## config.mk

```make
export PLATFORM = sky130hd
export DESIGN_NAME = integer_to_english_word_tokens_core
export DESIGN_NICKNAME = d
export VERILOG_FILES = /design/src/i2e_pkg.sv /design/src/i2e_bcd.sv /design/src/integer_to_english_word_tokens_core.sv
export VERILOG_INCLUDE_DIRS = /design/src /design/src/src
export SDC_FILE = /design/constraint.sdc
export NUM_CORES = 1
export LEC_CHECK = 0
export BUFFER_PORTS_ARGS = -buffer_cell sky130_fd_sc_hd__clkbuf_2
export CORE_MARGIN = 2
export CORE_UTILIZATION = 60
export CTS_CLUSTER_SIZE = 40
export DETAILED_ROUTE_END_ITERATION = 8
export HOLD_SLACK_MARGIN = 0.12
export PLACE_DENSITY = 0.8
export SLEW_MARGIN = 10
export SYNTH_ARGS = -nofsm -noshare
export SYNTH_HDL_FRONTEND = slang
export SYNTH_SLANG_ARGS = --single-unit
```

## constraint.sdc

```tcl
create_clock -name clock -period 3.2 [get_ports clock]
set_input_delay 0.48 -clock clock [delete_from_list [all_inputs] [get_ports clock]]
set_output_delay 0.48 -clock clock [all_outputs]
set_load 0.05 [all_outputs]
```

## src/integer_to_english_word_tokens_core_assert.svh

```systemverilog
// Assertion macros shared by the word token core.
// No dependencies; included by the top-level module, which carries the checks.
`ifndef INTEGER_TO_ENGLISH_WORD_TOKENS_CORE_ASSERT_SVH
`define INTEGER_TO_ENGLISH_WORD_TOKENS_CORE_ASSERT_SVH
`ifndef ASSERT_OFF
`define I2E_ASSERT(lbl, clk, rst, prop) \
   lbl: assert property (@(posedge clk) disable iff (rst) prop) \
      else $error("i2e check failed");
`define I2E_ASSERT_ALWAYS(lbl, clk, prop) \
   lbl: assert property (@(posedge clk) prop) \
      else $error("i2e check failed");
`else
`define I2E_ASSERT(lbl, clk, rst, prop)
`define I2E_ASSERT_ALWAYS(lbl, clk, prop)
`endif
`endif

```

## src/i2e_pkg.sv

```systemverilog
// Shared types and constants for the integer to English word token core.
// No dependencies.
package i2e_pkg;

   localparam int VALUE_W    = 31;
   localparam int WORD_W     = 5;
   localparam int DIGIT_W    = 4;
   localparam int NUM_DIGITS = 10;
   localparam int CNT_W      = $clog2(VALUE_W);
   localparam int GRP_W      = 2;

   localparam logic [WORD_W-1:0] WORD_ZERO      = 5'd0;
   localparam logic [WORD_W-1:0] WORD_TEN       = 5'd10;
   localparam logic [WORD_W-1:0] WORD_TENS_BASE = 5'd20;
   localparam logic [WORD_W-1:0] WORD_HUNDRED   = 5'd28;
   localparam logic [WORD_W-1:0] WORD_THOUSAND  = 5'd29;

   typedef logic [NUM_DIGITS-1:0][DIGIT_W-1:0] bcd_digits_type;

   typedef struct packed {
      logic busy;
      logic done;
   } bcd_status_type;

   typedef enum logic [2:0] {
      S_IDLE,
      S_CONV,
      S_HUND,
      S_HWORD,
      S_REST,
      S_UNIT,
      S_TIER,
      S_FLUSH
   } state_type;

   function automatic logic bcd_ok(input bcd_digits_type d);
      logic ok;
      ok = 1'b1;
      for (int i = 0; i < NUM_DIGITS; i++) begin
         if (d[i] > 4'd9) ok = 1'b0;
      end
      return ok;
   endfunction

endpackage

```

## src/i2e_bcd.sv

```systemverilog
// Bit-serial binary to BCD converter (shift and add-3), one input bit per cycle.
// Depends on i2e_pkg.
module i2e_bcd import i2e_pkg::*; (
   input  logic                clock,
   input  logic                reset,
   input  logic                start,
   input  logic [VALUE_W-1:0]  value,
   output bcd_status_type      status,
   output bcd_digits_type      digits
);

   logic [VALUE_W-1:0] bin_ff, bin_in;
   bcd_digits_type     dig_ff, dig_in;
   logic [CNT_W-1:0]   cnt_ff, cnt_in;
   logic               busy_ff, busy_in;
   logic               done_ff, done_in;
   bcd_digits_type     adj;

   always_comb begin
      for (int i = 0; i < NUM_DIGITS; i++) begin
         adj[i] = (dig_ff[i] >= 4'd5) ? dig_ff[i] + 4'd3 : dig_ff[i];
      end
   end

   always_comb begin
      bin_in  = bin_ff;
      dig_in  = dig_ff;
      cnt_in  = cnt_ff;
      busy_in = busy_ff;
      done_in = 1'b0;
      if (start && !busy_ff) begin
         bin_in  = value;
         dig_in  = '0;
         cnt_in  = '0;
         busy_in = 1'b1;
      end else if (busy_ff) begin
         bin_in    = {bin_ff[VALUE_W-2:0], 1'b0};
         dig_in[0] = {adj[0][DIGIT_W-2:0], bin_ff[VALUE_W-1]};
         for (int i = 1; i < NUM_DIGITS; i++) begin
            dig_in[i] = {adj[i][DIGIT_W-2:0], adj[i-1][DIGIT_W-1]};
         end
         cnt_in = cnt_ff + 1'b1;
         if (cnt_ff == CNT_W'(VALUE_W - 1)) begin
            busy_in = 1'b0;
            done_in = 1'b1;
         end
      end
   end

   always_ff @(posedge clock) begin
      bin_ff <= bin_in;
      dig_ff <= dig_in;
      cnt_ff <= cnt_in;
      if (reset) begin
         busy_ff <= 1'b0;
         done_ff <= 1'b0;
      end else begin
         busy_ff <= busy_in;
         done_ff <= done_in;
      end
   end

   assign status.busy = busy_ff;
   assign status.done = done_ff;
   assign digits      = dig_ff;

endmodule

```

## src/integer_to_english_word_tokens_core.sv

```systemverilog
// Integer to English word tokens: top level.
// After accept the value goes through bit-serial BCD conversion, then one sequencer step per
// cycle while the output register is free, until the final word reaches the output register.
// One value at a time: a new value is taken only once the previous one has been flushed;
// each stalled output beat holds the sequencer. Sync active-high reset clears control state.
// Depends on i2e_pkg, i2e_bcd and integer_to_english_word_tokens_core_assert.svh.
`include "integer_to_english_word_tokens_core_assert.svh"
module integer_to_english_word_tokens_core import i2e_pkg::*; (
   input  logic                clock,
   input  logic                reset,
   input  logic                req_valid,
   output logic                req_ready,
   input  logic [VALUE_W-1:0]  req_value,
   output logic                rsp_valid,
   input  logic                rsp_ready,
   output logic [WORD_W-1:0]   rsp_word_code,
   output logic                rsp_last_word
);

   // converter
   bcd_status_type bcd_status;
   bcd_digits_type bcd_digits;
   logic           bcd_start;

   // sequencer state
   state_type          state_ff, state_in;
   logic [GRP_W-1:0]   grp_ff, grp_in;

   // pending word: held back until the next word or the flush, so the final one can carry the last flag
   logic [WORD_W-1:0]  pend_ff, pend_in;
   logic               pend_valid_ff, pend_valid_in;

   // output register
   logic               rsp_valid_ff, rsp_valid_in;
   logic [WORD_W-1:0]  rsp_word_ff, rsp_word_in;
   logic               rsp_last_ff, rsp_last_in;

   logic               out_free;
   logic               emit;
   logic [WORD_W-1:0]  emit_code;
   logic [DIGIT_W-1:0] hd, td, ud;

   i2e_bcd u_bcd (
      .clock  (clock),
      .reset  (reset),
      .start  (bcd_start),
      .value  (req_value),
      .status (bcd_status),
      .digits (bcd_digits)
   );

   assign req_ready = (state_ff == S_IDLE);
   assign bcd_start = req_valid && req_ready;
   assign out_free  = !rsp_valid_ff || rsp_ready;

   // digits of the current base-1000 group; the billions group has one digit
   always_comb begin
      case (grp_ff)
         2'd3: begin
            hd = '0;            td = '0;            ud = bcd_digits[9];
         end
         2'd2: begin
            hd = bcd_digits[8]; td = bcd_digits[7]; ud = bcd_digits[6];
         end
         2'd1: begin
            hd = bcd_digits[5]; td = bcd_digits[4]; ud = bcd_digits[3];
         end
         default: begin
            hd = bcd_digits[2]; td = bcd_digits[1]; ud = bcd_digits[0];
         end
      endcase
   end

   always_comb begin
      state_in      = state_ff;
      grp_in        = grp_ff;
      emit          = 1'b0;
      emit_code     = WORD_ZERO;
      pend_in       = pend_ff;
      pend_valid_in = pend_valid_ff;
      rsp_valid_in  = rsp_valid_ff && !rsp_ready;
      rsp_word_in   = rsp_word_ff;
      rsp_last_in   = rsp_last_ff;

      case (state_ff)
         S_IDLE: begin
            if (bcd_start) state_in = S_CONV;
         end
         S_CONV: begin
            if (bcd_status.done) begin
               state_in = S_HUND;
               grp_in   = 2'd3;
            end
         end
         S_HUND: begin
            if (out_free) begin
               if (hd == '0 && td == '0 && ud == '0) begin
                  // empty group: nothing spoken, not even the tier word
                  if (grp_ff == '0) state_in = S_FLUSH;
                  else grp_in = grp_ff - 1'b1;
               end else if (hd != '0) begin
                  emit      = 1'b1;
                  emit_code = {1'b0, hd};
                  state_in  = S_HWORD;
               end else begin
                  state_in = S_REST;
               end
            end
         end
         S_HWORD: begin
            if (out_free) begin
               emit      = 1'b1;
               emit_code = WORD_HUNDRED;
               state_in  = S_REST;
            end
         end
         S_REST: begin
            if (out_free) begin
               state_in = S_TIER;
               if (td == '0) begin
                  if (ud != '0) begin
                     emit      = 1'b1;
                     emit_code = {1'b0, ud};
                  end
               end else if (td == 4'd1) begin
                  // teens
                  emit      = 1'b1;
                  emit_code = WORD_TEN + {1'b0, ud};
               end else begin
                  emit      = 1'b1;
                  emit_code = WORD_TENS_BASE + {1'b0, td} - 5'd2;
                  if (ud != '0) state_in = S_UNIT;
               end
            end
         end
         S_UNIT: begin
            if (out_free) begin
               emit      = 1'b1;
               emit_code = {1'b0, ud};
               state_in  = S_TIER;
            end
         end
         S_TIER: begin
            if (out_free) begin
               if (grp_ff == '0) begin
                  state_in = S_FLUSH;
               end else begin
                  emit      = 1'b1;
                  emit_code = WORD_HUNDRED + {3'b0, grp_ff};
                  grp_in    = grp_ff - 1'b1;
                  state_in  = S_HUND;
               end
            end
         end
         S_FLUSH: begin
            if (out_free) begin
               // nothing pending means the value was zero
               rsp_valid_in  = 1'b1;
               rsp_word_in   = pend_valid_ff ? pend_ff : WORD_ZERO;
               rsp_last_in   = 1'b1;
               pend_valid_in = 1'b0;
               state_in      = S_IDLE;
            end
         end
         default: begin
            state_in = S_IDLE;
         end
      endcase

      // a new word pushes the pending one out; out_free already checked
      if (emit) begin
         if (pend_valid_ff) begin
            rsp_valid_in = 1'b1;
            rsp_word_in  = pend_ff;
            rsp_last_in  = 1'b0;
         end
         pend_in       = emit_code;
         pend_valid_in = 1'b1;
      end
   end

   always_ff @(posedge clock) begin
      grp_ff      <= grp_in;
      pend_ff     <= pend_in;
      rsp_word_ff <= rsp_word_in;
      rsp_last_ff <= rsp_last_in;
      if (reset) begin
         state_ff      <= S_IDLE;
         pend_valid_ff <= 1'b0;
         rsp_valid_ff  <= 1'b0;
      end else begin
         state_ff      <= state_in;
         pend_valid_ff <= pend_valid_in;
         rsp_valid_ff  <= rsp_valid_in;
      end
   end

   assign rsp_valid     = rsp_valid_ff;
   assign rsp_word_code = rsp_word_ff;
   assign rsp_last_word = rsp_last_ff;

   // checks
   `I2E_ASSERT(a_accept_starts_conv, clock, reset, bcd_start |=> state_ff == S_CONV)
   `I2E_ASSERT(a_bcd_digits_ok, clock, reset, bcd_status.done |-> bcd_ok(bcd_digits))
   `I2E_ASSERT(a_zero_is_last, clock, reset, rsp_valid_ff && rsp_word_ff == WORD_ZERO |-> rsp_last_ff)
   `I2E_ASSERT(a_tier_word, clock, reset, state_ff == S_TIER && grp_ff != '0 && out_free |=> pend_ff >= WORD_THOUSAND)

endmodule
```

Yosys cells after proc, flatten, opt, wreduce, memory -nomap -nowiden
Cells that the tools add are included.

word-level totals
  register bits = 96
  input bits = 35
  output and inout bits = 8
  word-level logic and storage cells = 174

cells by class
  add/sub/neg operators = 16
  order comparisons = 10
  equal/unequal tests = 22
  muxes and demuxes = 79
  bitwise logic cells = 1
  reduce and logical (&&, ||, !) cells = 25

operators with widths
  kind                 number
  $mux 31              2
  $mux 4               14
  $mux 5               11
  $ge 4x3->1 const B   10
  $mux 3               13
  $add 4x2->4 const B  9
  $pmux 4 s3           3
  $pmux 5 s5           1
  $mux 1               24
  $pmux 3 s8           1
  $mux 2               8
  $ne 2x2->1 const B   7
  $eq 3x3->1 const B   4
  $logic_not 4->1      3
  $reduce_and 9->1     1
  $reduce_bool 4->1    2
  $eq 3x2->1 const B   2
  $pmux 2 s3           1
  $reduce_bool 2->1    3
  $add 4x4->5 const A  1
  $add 5x1->5 const B  1
  $add 5x4->5 const A  1
  $eq 5x5->1 const B   1
  $logic_and 1x1->1    5
  other kinds (21)     25

Logic depth before layout (Yosys ltp)
Gate-level depths: netlist of run 1.

  word-level depth = 10
  gate-level depth with buffers = 9
  mapped depth without buffers = 7

By module
Synthesis of run 1 repeated with hierarchy kept, for this count alone.

second synthesis, totals
  cell total of the unflattened synthesis = 581
  area, all modules = 5651.7 um^2

by module, submodules not included
  module                               times used  cells an instance  area each (um^2)  seq. area each (um^2)
  i2e_bcd                              1           411                4132.7            1871.8
  integer_to_english_word_tokens_core  1           170                1519.0            430.4

Worst setup path before layout of run 1
OpenSTA, ideal clock, no wires.

  path kind = register to register
  from = reg state_ff[0]
  to = reg u_bcd.bin_ff[0], enable pin
  setup time = 0.408 ns
  arrival = 3.020 ns
  data required time = 2.792 ns
  path slack = -0.227 ns
  stages on the path, launching flop included = 8
  buffers on the path = 2
  cells stage by stage = dfxtp_1 clkbuf_1 nor2_1 inv_1 nor2_1 a21oi_1 inv_1 clkbuf_1

between the ends
  cells in the longest elaborated chain, start to end = 4

ends and longest elaborated chain
  element                             line                                        RTL
  start: declaration                  integer_to_english_word_tokens_core.sv:26   state_type state_ff, state_in;
  start signal: assignment            integer_to_english_word_tokens_core.sv:192  state_ff <= state_in;
  $logic_not 3->1                     integer_to_english_word_tokens_core.sv:52   assign req_ready = (state_ff == S_IDLE);
  named net req_ready                 integer_to_english_word_tokens_core.sv:12   output logic req_ready,
  $logic_and 1x1->1                   integer_to_english_word_tokens_core.sv:53   assign bcd_start = req_valid && req_ready;
  $logic_and 1x1->1                   i2e_bcd.sv:31                               if (start && !busy_ff) begin
  $reduce_bool 2->1 (no source line)  --
  end signal: assignment              i2e_bcd.sv:51                               bin_ff <= bin_in;
  end: declaration                    i2e_bcd.sv:12                               logic [VALUE_W-1:0] bin_ff, bin_in;

The timed path passes the listed nets, and every way through them passes these cells.
A chain may end at the register's enable or synchronous reset.

Final worst setup path of run 1
  from = reg grp_ff[1]
  to = reg grp_ff[1], enable pin

between the ends
  cells in the longest elaborated chain, start to end = 7

ends and longest elaborated chain
  element                                          line                                        RTL
  start: declaration                               integer_to_english_word_tokens_core.sv:27   logic [GRP_W-1:0] grp_ff, grp_in;
  start signal: assignment                         integer_to_english_word_tokens_core.sv:183  grp_ff <= grp_in;
  $eq 2x1->1 / $eq 2x2->1 (equally long branches)  integer_to_english_word_tokens_core.sv:58   case (grp_ff)
  $pmux 4 s3                                       integer_to_english_word_tokens_core.sv:58
  $logic_not 4->1                                  integer_to_english_word_tokens_core.sv:97   if (hd == '0 && td == '0 && ud == '0) begin
  $logic_and 1x1->1                                integer_to_english_word_tokens_core.sv:97
  $logic_and 1x1->1 (*)                            integer_to_english_word_tokens_core.sv:97
  $ne 2x2->1 (no source line) (*)                  --
  $reduce_and 5->1 (no source line) (*)            --

Mark *: on every way between the ends. The rest lies on a longest branch, timed or not.

==> flow_summary.toml, run 1 <==
[hold_path]
hold_start = "req_value[0]"
hold_path_end = "u_bcd.bin_ff[0]$_SDFFCE_PN0P_"
hp-class = "in2reg"
hold_depth = 2

[floorplan]
initial_core_util_pct = 61.79
die-area_mm2 = 0.009214
core-area_mm2 = 0.008217
die_x_um = 95.99
std_cell_rows = 33
io_pins = 43
die_h_um = 95.99

[sta]
timing.fmax_mhz = 362.4
tightestPinTransition_ns = 0.6653
finClkSkew_ns = 0.01097
finalWorstSetupSlack_ns = 0.4407
rsz0062_at_grt = "false"
final.period_utilization_pct = 86.23
hold_violations = 0
tns_ns = 0
slew_violations = 0
fin_crit_ns = 2.759
finalSetupViolations = 0
relSlewSlack_pct = 55.55

[routing]
vias = 3870
drt_wl_total_um = 10460
drtAntennaViolNets = 0
drt_iter0_markers = 247
first_pass_iters = 5
post-route-drc-count = 0
detail_route.wl_per_cell_um = 16.16
vias_per_cell = 5.981

[grt]
antenna_found_initial = 0
grt_pass1_vias = 3725
grt_max_degree = 52
grt_overflow = 0
grt_pass1_wl_um = 17300
track_usage_pct = 24.12

[yosys]
ys_types = 53
synth_flop_cell = "dfxtp_1"
synthAdderAreaFrac_pct = 5.914
syn_area_per_cell_um2 = 10.22
syn_area_mm2 = 0.005077
synth_nets = 556
synth_compound_area_share_pct = 17.77
syn_inst = 497
synth-seq-cells = 96
ys_seq_area_share_pct = 45.34
async_reset_ff_share_pct = 0
synth-edff-count = 38
yosys.area_share.xor_xnor_pct = 4.312
synth_top_family_by_area = "compound AO/OA/AOI/OAI gates"
yosysWarnings = 0
synthSimpleGateAreaFrac_pct = 12.22
synth.area.mux_share_pct = 10.40

[power_and_ir_drop]
p_seq_share_pct = 49.3
p_sw_uw = 1283
swShare_pct = 34.15
pwr-share-comb_pct = 29.9
cellPowerDensity_mw_per_mm2 = 673.5
internal_power_uw = 2474
clkPwrFrac_pct = 20.8
peakVddDrop_mv = 0.4492
power.static_leakage_uw = 0.002085

[clock_network]
post_cts_buffers = 0
cts_root_buffer = "clkbuf_8"
cts_buffer_depth = 2
path_clk_slew_ns = 0.09
cts-hold-fix-buffers = 0
numCtsBuffers = 9
cts_max_level = 3
cts-resized-gates = 0
cts.sinks = 96
worstSkewPairLatency_ns = 0.37
cts_tree = "done"

[final_layout]
layout_common_cells = "dfxtp_1 (58), a21oi_1 (42), clkbuf_2 (42)"
areaGrowthSynthToFinish_pct = 9.882
nets = 596
drive_gt1_share_pct = 19.19
antenna_cells = 0
mostFrequentLayoutCell = "dfxtp_1"
n_fill_cell = 635

[placed_design]
hpwl_um = 7447
portBuffers = 42
place_ws_ns = 0.4851
gp_congestion = 0.9082

[setup_path]
end_kind = "flip-flop"
reg2regPathDepth = 5
critPathMaxFanout = 12
worstSetupPathType = "reg2reg"
crit_family = "flip-flops"
slowest_stage = "edfxtp_1"
path_buf_inv = 0
start_kind = "flip-flop"
rr_endpoint = "grp_ff[1]$_SDFFCE_PN1P_"
cp.depth = 5
path_cells = "mux4_2 -> nor4_4 -> and2_1 -> a21oi_1 -> o32ai_1"
critPathRequiredTime_ns = 3.24
r2r_start = "grp_ff[1]$_SDFFCE_PN1P_"
rrSetupSlack_ns = 0.44
crit_start = "grp_ff[1]$_SDFFCE_PN1P_"
slowest_delay_ns = 0.70
worstPathArrival_ns = 2.80

[job]
cap_violations = 0

[outcome]
outcome = "complete, no violations"
==> metrics by stage <==
| stage | utilization (%) | hold slack, ns | total power [uW] | instances | area (um^2) |
|---|---|---|---|---|---|
| floorplan | - | 0.4215 | 2690 | 497 | 5079 |
| global placement | 65.55 | 0.4441 | 2918 | 631 | 5386 |
| detailed placement | 65.55 | 0.4403 | 2981 | 631 | 5386 |
| CTS | 67.90 | 0.3763 | 3771 | 647 | 5579 |
| global route | 67.90 | 0.3910 | 3953 | 647 | 5579 |
| finish | 67.90 | 0.3871 | 3757 | 647 | 5579 |
==> registers in the layout, indices dropped and copies added (netlist names), 2 cells and up <==
register,flops
grp_ff,2
state_ff,3
rsp_word_code,5
pend_ff,5
u_bcd.cnt_ff,5
u_bcd.digits,40
u_bcd.bin_ff,31
==> how the worst max path moves through the flow <==
stage,endpoint
6_report,grp_ff[1]$_SDFFCE_PN1P_
5_1_grt,pend_ff[3]$_DFFE_PN_
4_1_cts,grp_ff[1]$_SDFFCE_PN1P_
3_5_place_dp,grp_ff[1]$_SDFFCE_PN1P_
3_3_place_gp,grp_ff[1]$_SDFFCE_PN1P_
2_1_floorplan,u_bcd.bin_ff[0]$_SDFFCE_PN0P_
==> per-layer routing <==
layer	vias to the layer above	part of all wire, %	track usage (%)	wire [um]
met5	-	0	0	0
met4	0	2.1	10.36	216
met3	26	4.6	3.524	485
met2	118	49	40.39	5099
met1	1843	45	31.04	4655
li1	1883	-	-	-
==> cell usage after synthesis, drive strengths merged, types with 2 or more instances <==
| cell | n | area, um^2 |
|---|---|---|
| o31ai | 2 | 15.01 |
| nand4b | 2 | 17.52 |
| and3 | 3 | 18.77 |
| a22o | 7 | 61.31 |
| o22ai | 11 | 68.82 |
| edfxtp | 38 | 1141 |
| and2 | 3 | 18.77 |
| a21oi | 43 | 215.2 |
| nand2b | 15 | 93.84 |
| o32ai | 10 | 87.58 |
| nor4 | 3 | 46.29 |
| buf | 7 | 43.79 |
| clkbuf | 14 | 52.55 |
| xnor2 | 13 | 113.9 |
| mux4 | 4 | 90.09 |
| nor2 | 30 | 112.6 |
| nand2 | 36 | 135.1 |
| a22oi | 2 | 15.01 |
| nor3b | 10 | 75.07 |
| dfxtp | 58 | 1161 |
| o2bb2ai | 8 | 88.83 |
| a211oi | 2 | 15.01 |
| mux2i | 10 | 100.1 |
| a41oi | 3 | 33.79 |
| nor3 | 5 | 30.03 |
| nor2b | 4 | 25.02 |
| nand3 | 6 | 30.03 |
| inv | 28 | 105.1 |
| mux2 | 30 | 337.8 |
| o211ai | 2 | 15.01 |
| o21ai | 39 | 195.2 |
| xor2 | 12 | 105.1 |
| ha | 24 | 300.3 |
| a31oi | 3 | 18.77 |
==> cell type report <==
class	instances	area (um^2)	area share [%]
multi-input combinational	351	2574	46.13
clock inverter	7	68.82	1.233
clock buffer	9	123.9	2.220
sequential	96	2302	41.26
timing repair buffer	50	270.3	4.844
inverter	29	108.9	1.951
tap	105	131.4	2.355
==> worst reg2reg max path, delay by kind of cell, from the launching register on <==
family	cells	cell delay [ns]
compound gates	2	0.43
flops	1	0.70
mux	1	0.65
simple gates	2	0.66
==> logic make-up (layout without fill, tap and decap cells) <==
| logic type | Yosys count | count (layout) |
|---|---|---|
| xor gates and xnor gates | 25 | 25 |
| adders and majority gates | 24 | 24 |
| and+or+nand+nor | 119 | 119 |
| AOI/OAI and AO/OA | 139 | 139 |
| DFF | 96 | 96 |
| muxes | 44 | 44 |
| buffers and inverters | 50 | 95 |
==> power by group through the flow <==
stage / logic (uW) / registers, uW / clock network (uW)
final: 1120 / 1850 / 783
after global routing: 1220 / 1880 / 848
after CTS: 1120 / 1850 / 804
after detailed placement: 1110 / 1870 / 0
after global placement: 1060 / 1860 / 0
after floorplan: 894 / 1800 / 0
Power figures use the tool's default switching activity.
==> run 2, diff against run 1 <==
--- a/config.mk
+++ b/config.mk
@@ -7,7 +7,6 @@
 export NUM_CORES = 1
 export LEC_CHECK = 0
 export BUFFER_PORTS_ARGS = -buffer_cell sky130_fd_sc_hd__clkbuf_2
-export CORE_MARGIN = 2
 export CORE_UTILIZATION = 60
 export CTS_CLUSTER_SIZE = 40
 export DETAILED_ROUTE_END_ITERATION = 8
==> flow_summary.toml, run 2 (same netlist as run 1, synthesis figures left out) <==
[sta]
rsz0062_at_grt = "false"
tns_ns = 0
final.period_utilization_pct = 86.46
finalWorstSetupSlack_ns = 0.4333
finClkSkew_ns = 0.01015
slew_violations = 0
finalSetupViolations = 0
tightestPinTransition_ns = 0.6846
hold_violations = 0
fin_crit_ns = 2.767
whs_ns = 0.3966
timing.fmax_mhz = 361.4
relSlewSlack_pct = 54.26

[grt]
grt_pass1_vias = 3600
track_usage_pct = 25.46
grt_max_degree = 52
grt_pass1_wl_um = 17280
grt_overflow = 0
antenna_found_initial = 0

[power_and_ir_drop]
internal_power_uw = 2475
peakVddDrop_mv = 0.4563
power.static_leakage_uw = 0.002080
cellPowerDensity_mw_per_mm2 = 668.6
p_sw_uw = 1257
pwr-share-comb_pct = 30.4
swShare_pct = 33.68
p_seq_share_pct = 48.9
clkPwrFrac_pct = 20.8

[routing]
first_pass_iters = 5
vias = 3819
detail_route.wl_per_cell_um = 16.03
vias_per_cell = 5.894
drtAntennaViolNets = 0
drt_wl_total_um = 10390
drt_iter0_markers = 214
post-route-drc-count = 0

[placed_design]
place_area_mm2 = 0.005394
placed_cells = 632
gp_congestion = 0.8868
portBuffers = 42
place_ws_ns = 0.4210
hpwl_um = 7438

[final_layout]
drive_gt1_share_pct = 18.97
largest_reg_flops = 40
nets = 597
n_fill_cell = 650
layout_common_cells = "dfxtp_1 (58), a21oi_1 (42), clkbuf_2 (42)"
antenna_cells = 0
final_cell_area_mm2 = 0.005582
layoutNonFillerInstCount = 648
areaGrowthSynthToFinish_pct = 9.931
mostFrequentLayoutCell = "dfxtp_1"

[floorplan]
die-area_mm2 = 0.008834
die_h_um = 93.99
std_cell_rows = 33
core-area_mm2 = 0.008217
initial_core_util_pct = 61.79
die_x_um = 93.99
io_pins = 43

[setup_path]
worstPathArrival_ns = 2.80
path_buf_inv = 0
crit_family = "flip-flops"
end_kind = "flip-flop"
slowest_delay_ns = 0.69
path_cells = "mux4_2 -> nor4_4 -> and2_1 -> a21oi_1 -> o32ai_1"
worstSetupPathType = "reg2reg"
critPathMaxFanout = 12
start_kind = "flip-flop"
slowest_stage = "edfxtp_1"
critPathRequiredTime_ns = 3.24

[clock_network]
cts_tree = "done"
cts_max_level = 3
cts_root_buffer = "clkbuf_8"
cts_buffer_depth = 2
numCtsBuffers = 9
cts-hold-fix-buffers = 0
post_cts_buffers = 0
worstSkewPairLatency_ns = 0.37
cts-resized-gates = 0
cts.sinks = 96
path_clk_slew_ns = 0.09

[outcome]
outcome = "complete, no violations"

[job]
cap_violations = 0

[hold_path]
hp-class = "in2reg"
## run 2: worst paths after layout
| kind | cells past startpoint | startpoint | end | slack (ns) |
|---|---|---|---|---|
| max | 5 | grp_ff[1]$_SDFFCE_PN1P_ | grp_ff[0]$_SDFFCE_PN1P_ | 0.43 |
| min | 2 | req_value[0] | u_bcd.bin_ff[0]$_SDFFCE_PN0P_ | 0.40 |
| max reg2reg | 5 | grp_ff[1]$_SDFFCE_PN1P_ | grp_ff[0]$_SDFFCE_PN1P_ | 0.43 |
| min reg2reg | 1 | pend_ff[2]$_DFFE_PN_ | rsp_word_code[2]$_DFF_P_ | 0.47 |
## run 2: final cells by class
type                            instances  area, um^2  share of cell area (%)
Inverter                               29       108.9                   1.950
Tap cell                              105       131.4                   2.354
Sequential cell                        96        2302                   41.25
Clock inverter                          6       60.06                   1.076
Multi-Input combinational cell        351        2574                   46.11
Clock buffer                           10       127.6                   2.286
Timing Repair Buffer                   51       277.8                   4.976
## run 2: layer usage
layer  up-vias  share of wire (%)  track usage (%)
li1       1893                  -                -
met1      1817                 45            33.39
met2        86                 48            41.48
met3        23                3.9            3.964
met4         0                2.4            11.15
met5         -                  0                0
## run 2: per-stage QoR
stage | power, uW | util (%)
6_report | 3732 | 67.93
3_5_place_dp | 2983 | 65.65
5_1_grt | 3941 | 67.93
2_1_floorplan | 2690 | -
3_3_place_gp | 2930 | 65.65
4_1_cts | 3756 | 67.93
## run 2: power by group through the flow
| stage | clock, uW | sequential (uW) | combinational [uW] |
|---|---|---|---|
| 5_1_grt | 838 | 1860 | 1240 |
| 6_report | 774 | 1820 | 1130 |
| 3_5_place_dp | 0 | 1850 | 1130 |
| 2_1_floorplan | 0 | 1800 | 894 |
| 4_1_cts | 792 | 1830 | 1140 |
| 3_3_place_gp | 0 | 1830 | 1090 |
